## src/rwms_pkg.sv

```systemverilog
// Package for the rolling window mean and deviation block.
// Holds the sequencer state type and the register map constants.
// No dependencies.
package rwms_pkg;

  typedef enum logic [2:0] {
    ST_IDLE,
    ST_SUM,
    ST_FLUSH,
    ST_MUL,
    ST_MEAN,
    ST_VAR,
    ST_ROOT,
    ST_OUT
  } rwms_state_e;

  localparam logic REG_WINDOW_LENGTH = 1'b0;
  localparam logic REG_PARTIAL_MODE  = 1'b1;

  localparam int          WL_BITS  = 7;
  localparam logic [6:0]  WL_RESET = 7'd5;

endpackage

```

## src/rwms_if.sv

```systemverilog
// Stream interfaces for the rolling window block: sample input and result output.
// Depends on nothing; widths come from the interface parameters.
interface rwms_in_if #(parameter int SAMPLE_BITS = 16);
  logic                          valid;
  logic                          ready;
  logic signed [SAMPLE_BITS-1:0] sample_value;
  logic                          series_start;

  modport source (output valid, sample_value, series_start, input ready);
  modport sink   (input valid, sample_value, series_start, output ready);
endinterface

interface rwms_out_if #(parameter int SAMPLE_BITS = 16, parameter int COUNT_BITS = 7);
  logic                          valid;
  logic                          ready;
  logic signed [SAMPLE_BITS-1:0] window_mean;
  logic        [SAMPLE_BITS-1:0] window_sd;
  logic        [COUNT_BITS-1:0]  samples_used;

  modport source (output valid, window_mean, window_sd, samples_used, input ready);
  modport sink   (input valid, window_mean, window_sd, samples_used, output ready);
endinterface

```

## src/rwms_ram.sv

```systemverilog
// Generic simple dual-port RAM with one write port and a registered read.
// No dependencies.
module rwms_ram #(
  parameter int WIDTH = 16,
  parameter int DEPTH = 64
) (
  input  logic                     clk_i,
  input  logic                     we_i,
  input  logic [$clog2(DEPTH)-1:0] waddr_i,
  input  logic [WIDTH-1:0]         wdata_i,
  input  logic [$clog2(DEPTH)-1:0] raddr_i,
  output logic [WIDTH-1:0]         rdata_o
);
  logic [WIDTH-1:0] mem_q [DEPTH];

  always_ff @(posedge clk_i) begin
    if (we_i) begin
      mem_q[waddr_i] <= wdata_i;
    end
    rdata_o <= mem_q[raddr_i];
  end
endmodule

```

## src/rwms_div.sv

```systemverilog
// Bit-serial restoring divider, one quotient bit per cycle.
// No dependencies.
module rwms_div #(
  parameter int NW = 46,
  parameter int DW = 14
) (
  input  logic          clk_i,
  input  logic          rst_ni,
  input  logic          start_i,
  input  logic [NW-1:0] dividend_i,
  input  logic [DW-1:0] divisor_i,
  output logic          done_o,
  output logic [NW-1:0] quot_o
);
  localparam int CNTW = $clog2(NW + 1);

  logic [DW-1:0]   rem_q, rem_d;
  logic [NW-1:0]   quo_q, quo_d;
  logic [DW-1:0]   div_q, div_d;
  logic [CNTW-1:0] cnt_q, cnt_d;
  logic            busy_q, busy_d;
  logic            done_q, done_d;
  logic [DW:0]     trial;

  always_comb begin
    rem_d  = rem_q;
    quo_d  = quo_q;
    div_d  = div_q;
    cnt_d  = cnt_q;
    busy_d = busy_q;
    done_d = 1'b0;
    trial  = {rem_q, quo_q[NW-1]};
    if (start_i) begin
      rem_d  = '0;
      quo_d  = dividend_i;
      div_d  = divisor_i;
      cnt_d  = CNTW'(NW);
      busy_d = 1'b1;
    end else if (busy_q) begin
      // The dividend shifts out at the top while quotient bits enter at the bottom.
      if (trial >= {1'b0, div_q}) begin
        rem_d = DW'(trial - {1'b0, div_q});
        quo_d = {quo_q[NW-2:0], 1'b1};
      end else begin
        rem_d = trial[DW-1:0];
        quo_d = {quo_q[NW-2:0], 1'b0};
      end
      cnt_d = cnt_q - 1'b1;
      if (cnt_q == CNTW'(1)) begin
        busy_d = 1'b0;
        done_d = 1'b1;
      end
    end
  end

  always_ff @(posedge clk_i or negedge rst_ni) begin
    if (!rst_ni) begin
      busy_q <= 1'b0;
      done_q <= 1'b0;
      cnt_q  <= '0;
    end else begin
      busy_q <= busy_d;
      done_q <= done_d;
      cnt_q  <= cnt_d;
    end
  end

  always_ff @(posedge clk_i) begin
    rem_q <= rem_d;
    quo_q <= quo_d;
    div_q <= div_d;
  end

  assign done_o = done_q;
  assign quot_o = quo_q;
endmodule

```

## src/rwms_sqrt.sv

```systemverilog
// Digit-by-digit integer square root, one root bit per cycle (floor of root).
// No dependencies.
module rwms_sqrt #(
  parameter int W = 46
) (
  input  logic           clk_i,
  input  logic           rst_ni,
  input  logic           start_i,
  input  logic [W-1:0]   rad_i,
  output logic           done_o,
  output logic [W/2-1:0] root_o
);
  localparam int RW   = W / 2;
  localparam int CNTW = $clog2(RW + 1);

  logic [W-1:0]    rad_q, rad_d;
  logic [RW:0]     rem_q, rem_d;
  logic [RW-1:0]   root_q, root_d;
  logic [CNTW-1:0] cnt_q, cnt_d;
  logic            busy_q, busy_d;
  logic            done_q, done_d;
  logic [RW+2:0]   part;
  logic [RW+2:0]   trial;

  always_comb begin
    rad_d  = rad_q;
    rem_d  = rem_q;
    root_d = root_q;
    cnt_d  = cnt_q;
    busy_d = busy_q;
    done_d = 1'b0;
    part   = {rem_q, rad_q[W-1:W-2]};
    trial  = {1'b0, root_q, 2'b01};
    if (start_i) begin
      rad_d  = rad_i;
      rem_d  = '0;
      root_d = '0;
      cnt_d  = CNTW'(RW);
      busy_d = 1'b1;
    end else if (busy_q) begin
      rad_d = {rad_q[W-3:0], 2'b00};
      if (part >= trial) begin
        rem_d  = (RW+1)'(part - trial);
        root_d = {root_q[RW-2:0], 1'b1};
      end else begin
        rem_d  = part[RW:0];
        root_d = {root_q[RW-2:0], 1'b0};
      end
      cnt_d = cnt_q - 1'b1;
      if (cnt_q == CNTW'(1)) begin
        busy_d = 1'b0;
        done_d = 1'b1;
      end
    end
  end

  always_ff @(posedge clk_i or negedge rst_ni) begin
    if (!rst_ni) begin
      busy_q <= 1'b0;
      done_q <= 1'b0;
      cnt_q  <= '0;
    end else begin
      busy_q <= busy_d;
      done_q <= done_d;
      cnt_q  <= cnt_d;
    end
  end

  always_ff @(posedge clk_i) begin
    rad_q  <= rad_d;
    rem_q  <= rem_d;
    root_q <= root_d;
  end

  assign done_o = done_q;
  assign root_o = root_q;
endmodule

```

## src/rolling_window_mean_sd.sv

```systemverilog
// Rolling window mean and sample standard deviation over a sample ring.
// An item that gives a result waits on the bit-serial divider (used twice) and the serial
// root; no new input is taken until that result is loaded into the output register.
// An item that gives no result leaves the block idle and ready for the next sample.
// Reset clears the fill count and write slot; the sums and the ring are not cleared.
module rolling_window_mean_sd
  import rwms_pkg::*;
#(
  parameter int MAX_WINDOW  = 64,
  parameter int SAMPLE_BITS = 16
) (
  input  logic        clk_i,
  input  logic        rst_ni,
  input  logic        psel,
  input  logic        penable,
  input  logic        pwrite,
  input  logic [2:0]  paddr,
  input  logic [31:0] pwdata,
  output logic [31:0] prdata,
  output logic        pready,
  rwms_in_if.sink     in_i,
  rwms_out_if.source  out_o
);
  localparam int SW   = SAMPLE_BITS;
  localparam int CW   = $clog2(MAX_WINDOW + 1);
  localparam int AW   = $clog2(MAX_WINDOW);
  localparam int SUMW = SW + CW;
  localparam int SQW  = 2 * SW + CW;
  localparam int VW   = 2 * SUMW;
  localparam int DW   = 2 * CW;

  // Configuration registers
  logic [WL_BITS-1:0] wl_q;
  logic               pm_q;
  logic               cfg_wr;

  assign pready = 1'b1;
  assign cfg_wr = psel & penable & pwrite;

  always_ff @(posedge clk_i or negedge rst_ni) begin
    if (!rst_ni) begin
      wl_q <= WL_RESET;
      pm_q <= 1'b0;
    end else if (cfg_wr) begin
      case (paddr[2])
        REG_WINDOW_LENGTH: wl_q <= pwdata[WL_BITS-1:0];
        REG_PARTIAL_MODE:  pm_q <= pwdata[0];
        default: ;
      endcase
    end
  end

  always_comb begin
    case (paddr[2])
      REG_WINDOW_LENGTH: prdata = {{(32-WL_BITS){1'b0}}, wl_q};
      REG_PARTIAL_MODE:  prdata = {31'b0, pm_q};
      default:           prdata = '0;
    endcase
  end

  // Sequencer and history state
  rwms_state_e state_q, state_d;
  logic [CW-1:0]  fill_q, fill_d;
  logic [AW-1:0]  slot_q, slot_d;
  logic [CW-1:0]  cnt_q, cnt_d;
  logic [CW-1:0]  rd_cnt_q, rd_cnt_d;
  logic [AW-1:0]  rd_ptr_q, rd_ptr_d;

  logic           accept;
  logic [CW-1:0]  weff;
  logic [CW-1:0]  fill_base;
  logic [AW-1:0]  slot_base;
  logic [CW-1:0]  fill_new;
  logic [CW-1:0]  count_new;
  logic           issue;

  assign accept = in_i.valid & in_i.ready;
  assign weff   = (int'(wl_q) > MAX_WINDOW) ? CW'(MAX_WINDOW) : CW'(wl_q);
  assign fill_base = in_i.series_start ? '0 : fill_q;
  assign slot_base = in_i.series_start ? '0 : slot_q;
  assign fill_new  = (fill_base < CW'(MAX_WINDOW)) ? fill_base + 1'b1 : fill_base;
  assign count_new = (fill_new < weff) ? fill_new : weff;
  assign issue     = (state_q == ST_SUM);

  // Ring and accumulation pipeline
  logic [SW-1:0]          ram_rdata;
  logic                   rv_q, sv_q;
  logic signed [SW-1:0]   s_q;
  logic [2*SW-1:0]        sq_q;
  logic signed [2*SW-1:0] prod;
  logic signed [SUMW-1:0] sum_q;
  logic [SQW-1:0]         sqacc_q;

  rwms_ram #(.WIDTH(SW), .DEPTH(MAX_WINDOW)) u_ring (
    .clk_i   (clk_i),
    .we_i    (accept && (weff != '0)),
    .waddr_i (slot_base),
    .wdata_i (in_i.sample_value),
    .raddr_i (rd_ptr_q),
    .rdata_o (ram_rdata)
  );

  assign prod = $signed(ram_rdata) * $signed(ram_rdata);

  always_ff @(posedge clk_i or negedge rst_ni) begin
    if (!rst_ni) begin
      rv_q <= 1'b0;
      sv_q <= 1'b0;
    end else begin
      rv_q <= issue;
      sv_q <= rv_q;
    end
  end

  always_ff @(posedge clk_i) begin
    s_q  <= $signed(ram_rdata);
    sq_q <= unsigned'(prod);
    if (accept) begin
      sum_q   <= '0;
      sqacc_q <= '0;
    end else if (sv_q) begin
      sum_q   <= sum_q + {{CW{s_q[SW-1]}}, s_q};
      sqacc_q <= sqacc_q + SQW'(sq_q);
    end
  end

  // Products ahead of the divisions
  logic [SUMW-1:0] mag;
  logic            neg_q;
  logic [VW-1:0]   num_q, s2_q;
  logic [DW-1:0]   den_q;
  logic            multi_q;

  assign mag = sum_q[SUMW-1] ? SUMW'(-sum_q) : SUMW'(sum_q);

  always_ff @(posedge clk_i) begin
    if (state_q == ST_FLUSH) begin
      neg_q   <= sum_q[SUMW-1];
      num_q   <= VW'(cnt_q * sqacc_q);
      s2_q    <= VW'(mag * mag);
      den_q   <= DW'(cnt_q * (cnt_q - 1'b1));
      multi_q <= (cnt_q >= CW'(2));
    end
  end

  // Shared divider and root unit
  logic            div_start, div_done;
  logic [VW-1:0]   div_num;
  logic [DW-1:0]   div_den;
  logic [VW-1:0]   div_quot;
  logic            sqrt_start, sqrt_done;
  logic [SUMW-1:0] root;
  logic [VW-1:0]   var_num;

  assign var_num = (multi_q && (num_q > s2_q)) ? num_q - s2_q : '0;

  always_comb begin
    div_start = 1'b0;
    div_num   = VW'(mag);
    div_den   = DW'(cnt_q);
    if (state_q == ST_MUL) begin
      div_start = 1'b1;
    end else if (state_q == ST_MEAN && div_done) begin
      div_start = 1'b1;
      div_num   = var_num;
      div_den   = multi_q ? den_q : DW'(1);
    end
  end

  assign sqrt_start = (state_q == ST_VAR) && div_done;

  rwms_div #(.NW(VW), .DW(DW)) u_div (
    .clk_i      (clk_i),
    .rst_ni     (rst_ni),
    .start_i    (div_start),
    .dividend_i (div_num),
    .divisor_i  (div_den),
    .done_o     (div_done),
    .quot_o     (div_quot)
  );

  rwms_sqrt #(.W(VW)) u_sqrt (
    .clk_i   (clk_i),
    .rst_ni  (rst_ni),
    .start_i (sqrt_start),
    .rad_i   (div_quot),
    .done_o  (sqrt_done),
    .root_o  (root)
  );

  logic [SW-1:0] mean_q;
  logic [SW-1:0] sd_q;

  always_ff @(posedge clk_i) begin
    if (state_q == ST_MEAN && div_done) begin
      mean_q <= neg_q ? SW'(-div_quot[SUMW-1:0]) : SW'(div_quot[SUMW-1:0]);
    end
    if (sqrt_done) begin
      sd_q <= (root > SUMW'({SW{1'b1}})) ? {SW{1'b1}} : SW'(root);
    end
  end

  // Next state
  always_comb begin
    state_d  = state_q;
    fill_d   = fill_q;
    slot_d   = slot_q;
    cnt_d    = cnt_q;
    rd_cnt_d = rd_cnt_q;
    rd_ptr_d = rd_ptr_q;
    case (state_q)
      ST_IDLE: begin
        if (accept) begin
          fill_d = fill_base;
          slot_d = slot_base;
          if (weff != '0) begin
            fill_d = fill_new;
            slot_d = (slot_base == AW'(MAX_WINDOW - 1)) ? '0 : slot_base + 1'b1;
            if ((count_new == weff) || pm_q) begin
              cnt_d    = count_new;
              rd_cnt_d = '0;
              rd_ptr_d = slot_base;
              state_d  = ST_SUM;
            end
          end
        end
      end
      ST_SUM: begin
        rd_cnt_d = rd_cnt_q + 1'b1;
        rd_ptr_d = (rd_ptr_q == '0) ? AW'(MAX_WINDOW - 1) : rd_ptr_q - 1'b1;
        if (rd_cnt_q + 1'b1 == cnt_q) begin
          state_d = ST_FLUSH;
        end
      end
      ST_FLUSH: begin
        if (!rv_q && !sv_q) begin
          state_d = ST_MUL;
        end
      end
      ST_MUL:  state_d = ST_MEAN;
      ST_MEAN: if (div_done) state_d = ST_VAR;
      ST_VAR:  if (div_done) state_d = ST_ROOT;
      ST_ROOT: if (sqrt_done) state_d = ST_OUT;
      ST_OUT:  if (!out_o.valid || out_o.ready) state_d = ST_IDLE;
      default: state_d = ST_IDLE;
    endcase
  end

  always_ff @(posedge clk_i or negedge rst_ni) begin
    if (!rst_ni) begin
      state_q  <= ST_IDLE;
      fill_q   <= '0;
      slot_q   <= '0;
      cnt_q    <= '0;
      rd_cnt_q <= '0;
      rd_ptr_q <= '0;
    end else begin
      state_q  <= state_d;
      fill_q   <= fill_d;
      slot_q   <= slot_d;
      cnt_q    <= cnt_d;
      rd_cnt_q <= rd_cnt_d;
      rd_ptr_q <= rd_ptr_d;
    end
  end

  // Outputs
  logic          ovalid_q, ovalid_d;
  logic          load_out;
  logic [SW-1:0] omean_q;
  logic [SW-1:0] osd_q;
  logic [CW-1:0] oused_q;

  always_comb begin
    load_out = (state_q == ST_OUT) && (!ovalid_q || out_o.ready);
    ovalid_d = ovalid_q;
    if (load_out) begin
      ovalid_d = 1'b1;
    end else if (out_o.ready) begin
      ovalid_d = 1'b0;
    end
  end

  always_ff @(posedge clk_i or negedge rst_ni) begin
    if (!rst_ni) begin
      ovalid_q <= 1'b0;
    end else begin
      ovalid_q <= ovalid_d;
    end
  end

  always_ff @(posedge clk_i) begin
    if (load_out) begin
      omean_q <= mean_q;
      osd_q   <= sd_q;
      oused_q <= cnt_q;
    end
  end

  assign in_i.ready         = (state_q == ST_IDLE);
  assign out_o.valid        = ovalid_q;
  assign out_o.window_mean  = omean_q;
  assign out_o.window_sd    = osd_q;
  assign out_o.samples_used = oused_q;

  a_busy_no_ready: assert property (@(posedge clk_i) disable iff (!rst_ni)
    (state_q != ST_IDLE) |-> !in_i.ready)
    else $error("input ready while an item is in work");

  a_reads_bounded: assert property (@(posedge clk_i) disable iff (!rst_ni)
    (state_q == ST_SUM) |-> (rd_cnt_q < cnt_q))
    else $error("ring read beyond the window");

  a_fill_bounded: assert property (@(posedge clk_i) disable iff (!rst_ni)
    fill_q <= CW'(MAX_WINDOW))
    else $error("fill count above ring depth");

  a_load_free: assert property (@(posedge clk_i) disable iff (!rst_ni)
    load_out |-> (!ovalid_q || out_o.ready))
    else $error("result overwritten before transfer");

endmodule

```

## src/flat_wrapper.sv

```systemverilog
// flat-port wrapper written by rule: the top's interface ports become plain ports
module rolling_window_mean_sd_flat import rwms_pkg::*;
#(
  parameter int MAX_WINDOW  = 64,
  parameter int SAMPLE_BITS = 16
)
  (clk_i, rst_ni, psel, penable, pwrite, paddr, pwdata, prdata, pready, in_i_valid, in_i_sample_value, in_i_series_start, in_i_ready, out_o_valid, out_o_window_mean, out_o_window_sd, out_o_samples_used, out_o_ready);
  rwms_in_if #(.SAMPLE_BITS(SAMPLE_BITS)) in_i_i ();
  rwms_out_if #(.SAMPLE_BITS(SAMPLE_BITS), .COUNT_BITS(7)) out_o_i ();
  input  logic clk_i;
  input  logic rst_ni;
  input  logic psel;
  input  logic penable;
  input  logic pwrite;
  input  logic [2:0] paddr;
  input  logic [31:0] pwdata;
  output logic [31:0] prdata;
  output logic pready;
  input wire logic [$bits(in_i_i.valid)-1:0] in_i_valid;
  input wire logic [$bits(in_i_i.sample_value)-1:0] in_i_sample_value;
  input wire logic [$bits(in_i_i.series_start)-1:0] in_i_series_start;
  output wire logic [$bits(in_i_i.ready)-1:0] in_i_ready;
  output wire logic [$bits(out_o_i.valid)-1:0] out_o_valid;
  output wire logic [$bits(out_o_i.window_mean)-1:0] out_o_window_mean;
  output wire logic [$bits(out_o_i.window_sd)-1:0] out_o_window_sd;
  output wire logic [$bits(out_o_i.samples_used)-1:0] out_o_samples_used;
  input wire logic [$bits(out_o_i.ready)-1:0] out_o_ready;
  assign in_i_i.valid = in_i_valid;
  assign in_i_i.sample_value = in_i_sample_value;
  assign in_i_i.series_start = in_i_series_start;
  assign in_i_ready = in_i_i.ready;
  assign out_o_valid = out_o_i.valid;
  assign out_o_window_mean = out_o_i.window_mean;
  assign out_o_window_sd = out_o_i.window_sd;
  assign out_o_samples_used = out_o_i.samples_used;
  assign out_o_i.ready = out_o_ready;
  rolling_window_mean_sd #(.MAX_WINDOW(MAX_WINDOW), .SAMPLE_BITS(SAMPLE_BITS)) u_core (.clk_i(clk_i), .rst_ni(rst_ni), .psel(psel), .penable(penable), .pwrite(pwrite), .paddr(paddr), .pwdata(pwdata), .prdata(prdata), .pready(pready), .in_i(in_i_i), .out_o(out_o_i));
endmodule
```

## config.mk

```make
export PLATFORM = sky130hd
export DESIGN_NAME = rolling_window_mean_sd_flat
export DESIGN_NICKNAME = d
export VERILOG_FILES = /design/src/rwms_pkg.sv /design/src/rwms_if.sv /design/src/rwms_ram.sv /design/src/rwms_div.sv /design/src/rwms_sqrt.sv /design/src/rolling_window_mean_sd.sv /design/src/flat_wrapper.sv
export SDC_FILE = /design/constraint.sdc
export NUM_CORES = 2
export LEC_CHECK = 0
export BUFFER_PORTS_ARGS = -buffer_cell sky130_fd_sc_hd__buf_4
export CORE_MARGIN = 8
export CORE_UTILIZATION = 66
export CTS_CLUSTER_DIAMETER = 200
export DETAILED_ROUTE_END_ITERATION = 8
export PLACE_DENSITY = 0.83
export REMOVE_ABC_BUFFERS = 1
export SLEW_MARGIN = 20
export SYNTH_ARGS = -nofsm -noshare
export SYNTH_HDL_FRONTEND = slang
export SYNTH_SLANG_ARGS = --single-unit
export TNS_END_PERCENT = 20
```

## constraint.sdc

```tcl
create_clock -name clk_i -period 25.1 [get_ports clk_i]
set_input_delay 5.02 -clock clk_i [delete_from_list [all_inputs] [get_ports clk_i]]
set_output_delay 5.02 -clock clk_i [all_outputs]
set_load 0.005 [all_outputs]
```

==> flow_metrics.py <==
metrics = {
    "run_status": {
        "status": "finished clean",
    },
    "worst_setup_path": {
        "cpLargestDelayFamily": "multiplexers",
        "worstSetupStartpoint": "paddr[2]",
        "critPathBufInv": 2,
        "critical_path.max_stage_delay_ns": 0.36,
        "r2r_start": "u_core.sum_q[0]",
        "crit_path_end_kind": "output pin",
        "r2r_slack_ns": 14.79,
        "critPathMaxFanout": 9,
        "cp_num_cells": 3,
        "crit_top_cell": "buf_4",
        "reg2reg_depth": 32,
        "crit_chain": "buf_4 > mux2_2 > buf_4",
        "endpoint": "prdata[0]",
        "worst_r2r_endpoint": "u_core.s2_q[43]",
        "cp-start-kind": "input pin",
        "cp_data_arrival_time_ns": 5.71,
        "cpMaxStageDelayCell": "mux2_2",
        "critPathKind": "input pin to output pin",
        "cp.required_ns": 20.08,
    },
    "cts": {
        "cts_buffer_depth": 3,
        "cts_tree": "yes",
        "cts_buffers": 152,
        "clock_sinks": 1554,
        "clkTransAtPathRegs_ns": 0.06,
        "cts_resized": 0,
        "cts-hold-fix-buffers": 0,
        "clk_latency_ns": 0.85,
        "h-tree-depth": 4,
        "cts-root-buf": "clkbuf_16",
        "postCtsSetupRepairBufs": 0,
    },
    "logic_synthesis": {
        "synth_top_area_frac": 0.3915,
        "synth-compound-area-share": 0.06877,
        "synth_edf_count": 1307,
        "synthXorXnorAreaFrac": 0.02838,
        "ys_seq_area_frac": 0.4440,
        "synthTopCellsByCount": "1307 x edfxtp_1, 1227 x inv_1, 854 x fa_1",
        "synth_top_area_cell": "edfxtp_1",
        "synth_simple_gate_area_frac": 0.08190,
        "netlist_instances": 8140,
        "synth_mux_area_frac": 0.08315,
        "synthFlopType": "edfxtp_1",
        "ys_ff_latch": 1554,
        "yosysMostFrequentCell": "edfxtp_1",
        "synth_area_um2": 100200,
        "synth_area_per_cell_um2": 12.32,
        "synth_cell_types": 112,
        "synth_fa_ha_area_frac": 0.2331,
        "async_flop_share": 0.03990,
        "synthTopCellsByArea": "edfxtp_1 39%, fa_1 17%, mux4_2 6.7%",
        "yosysWarnings": 0,
        "synth_top_family_by_area": "adder cells",
    },
    "sta": {
        "finClkSkew_ns": 0.07182,
        "slew_violations": 0,
        "fin_crit_ns": 10.73,
        "fin_crit_sh": 0.4275,
        "setup_violations": 0,
        "slew_headroom": 0.1824,
        "tightest_slew_ns": 1.226,
        "setup_ws_ns": 14.37,
        "fmax_ghz": 0.09318,
        "hold_violations": 0,
        "holdWs_ns": 0.3746,
        "tns_ns": 0,
        "grt_setup_unrepaired": "no",
    },
    "final_layout": {
        "drive_above_1_share": 0.1040,
        "fin_area_um2": 108500,
        "fill_cells": 9597,
        "area_delta_synth_final_pct": 8.274,
        "final_util": 0.7171,
        "num-nets-final": 9646,
    },
    "route": {
        "num_vias": 66090,
        "ant_nets": 0,
        "drt-total-wl_um": 263200,
        "viasPerCell": 6.357,
        "drt_iter0_drc": 7476,
        "wl_per_cell_um": 25.32,
        "firstDrtPassIters": 9,
        "drc": 0,
    },
    "worst_hold_path": {
        "hold_path.class": "register to register",
    },
    "floorplan": {
        "initial_core_util": 0.6623,
        "die_height_um": 405.7,
        "coreArea_um2": 151400,
        "rows": 143,
        "dieArea_um2": 164600,
        "chipWidth_um": 405.7,
        "io_pins": 133,
    },
    "global_routing": {
        "antenna_found_initial": 16,
        "grt_max_degree": 96,
        "overflow": 0,
        "grt_pass1_wl_um": 401900,
        "grt_usage": 0.3213,
        "grt_pass1_vias": 68700,
    },
    "placement": {
        "portBuffers": 79,
        "dp_hpwl_um": 171600,
        "dpl-instance-area_um2": 103300,
        "pre_cts_ws_ns": 14.30,
        "place_congestion": 0.9404,
    },
    "run": {
        "maxCapViolCount": 0,
    },
    "power": {
        "vdd_drop_max_v": 0.0001078,
        "leakagePower_nw": 44.23,
        "powerDensity_nw_per_um2": 48.85,
    },
}
## registers in the layout, summed over array words and instances, names as in the netlist, 13 cells and up
register                  cells
u_core.u_div.rem_q           14
u_core.out_o.window_mean     16
u_core.u_sqrt.rem_q          24
u_core.s_q                   16
u_core.sum_q                 23
u_core.out_o.window_sd       16
u_core.u_ring.rdata_o        16
u_core.s2_q                  45
u_core.u_sqrt.root_o         23
u_core.u_div.div_q           14
u_core.sd_q                  16
u_core.u_div.quot_o          46
u_core.den_q                 13
u_core.mean_q                16
u_core.u_sqrt.rad_q          46
u_core.num_q                 46
u_core.sq_q                  30
u_core.u_ring.mem_q        1024
u_core.sqacc_q               39
## area by class of cell
type	count	area (um^2)	area share
Antenna cell	8	20.02	0.0001844
Clock buffer	188	3999	0.03684
Clock inverter	93	1165	0.01073
Inverter	1237	4643	0.04278
Multi-Input combinational cell	5066	49980	0.4605
Sequential cell	1554	44530	0.4102
Tap cell	2030	2540	0.02340
Timing Repair Buffer	221	1667	0.01535
## worst reg2reg max path, delay by kind of cell (launching register included)
kind,cells,cell delay [ns]
compound gates,9,2.50
xor+xnor,1,0.14
fa+ha+maj,9,4.26
buf+inv,8,1.71
flops,1,0.31
simple gates,5,1.23
## cell usage in the layout (no fill, tap or decap), drive strengths merged, types with 25 or more instances in the layout
cell,count
a211oi,44
a21o,128
a21oi,297
a31oi,29
and2,124
and3,42
buf,221
clkbuf,188
clkinv,76
conb,57
dfrtp,60
dfxtp,185
edfxtp,1307
fa,854
ha,501
inv,1233
mux2,31
mux2i,127
mux4,298
nand2,803
nand2b,77
nand3,96
nand4,29
nor2,433
nor2b,54
nor3,68
o21a,38
o21ai,243
o21bai,46
o221ai,25
xnor2,218
xor2,106
## routing by layer
metal,track usage,routed length (um),vias up
met3,0.07534,24830,1086
met4,0.1771,17820,12
met5,0,68,-
met2,0.5470,130900,3948
li1,-,-,28030
met1,0.3783,89590,33020
## worst min-delay path by stage
stage | slack, ns | end | start | cells after the start
after floorplan | 0.35 | u_core.sv_q | u_core.rv_q | 0
after global placement | 0.36 | u_core.sv_q | u_core.rv_q | 0
after detailed placement | 0.36 | u_core.sv_q | u_core.rv_q | 0
after CTS | 0.38 | u_core.sv_q | u_core.rv_q | 0
after global routing | 0.39 | u_core.sv_q | u_core.rv_q | 0
final | 0.37 | u_core.sv_q | u_core.rv_q | 0
## through the flow
step                      total power [W]  std cells
final                            0.005303      10400
after global routing             0.005416      10390
after CTS                        0.005313      10390
after detailed placement         0.002975      10110
after global placement           0.002967      10110
after floorplan                  0.002915       7857
## where the power goes
part | total (W) | switching [W] | internal [W]
combinational | 0.000123 | 0.0000809 | 0.0000419
sequential | 0.00280 | 0.00000748 | 0.00279
clock | 0.00238 | 0.00106 | 0.00132
total | 0.00530 | 0.00115 | 0.00415
## logic make-up (layout without fill, tap and decap cells)
group / count (synthesis) / count (layout)
AOI/OAI and AO/OA: 1058 / 1058
xor gates and xnor gates: 324 / 324
adders and majority gates: 1355 / 1355
buffers and inverters: 1575 / 1739
DFF: 1554 / 1554
muxes: 456 / 456
other: 2 / 65
and+or+nand+nor: 1816 / 1816
Power figures use the tool's default switching activity.
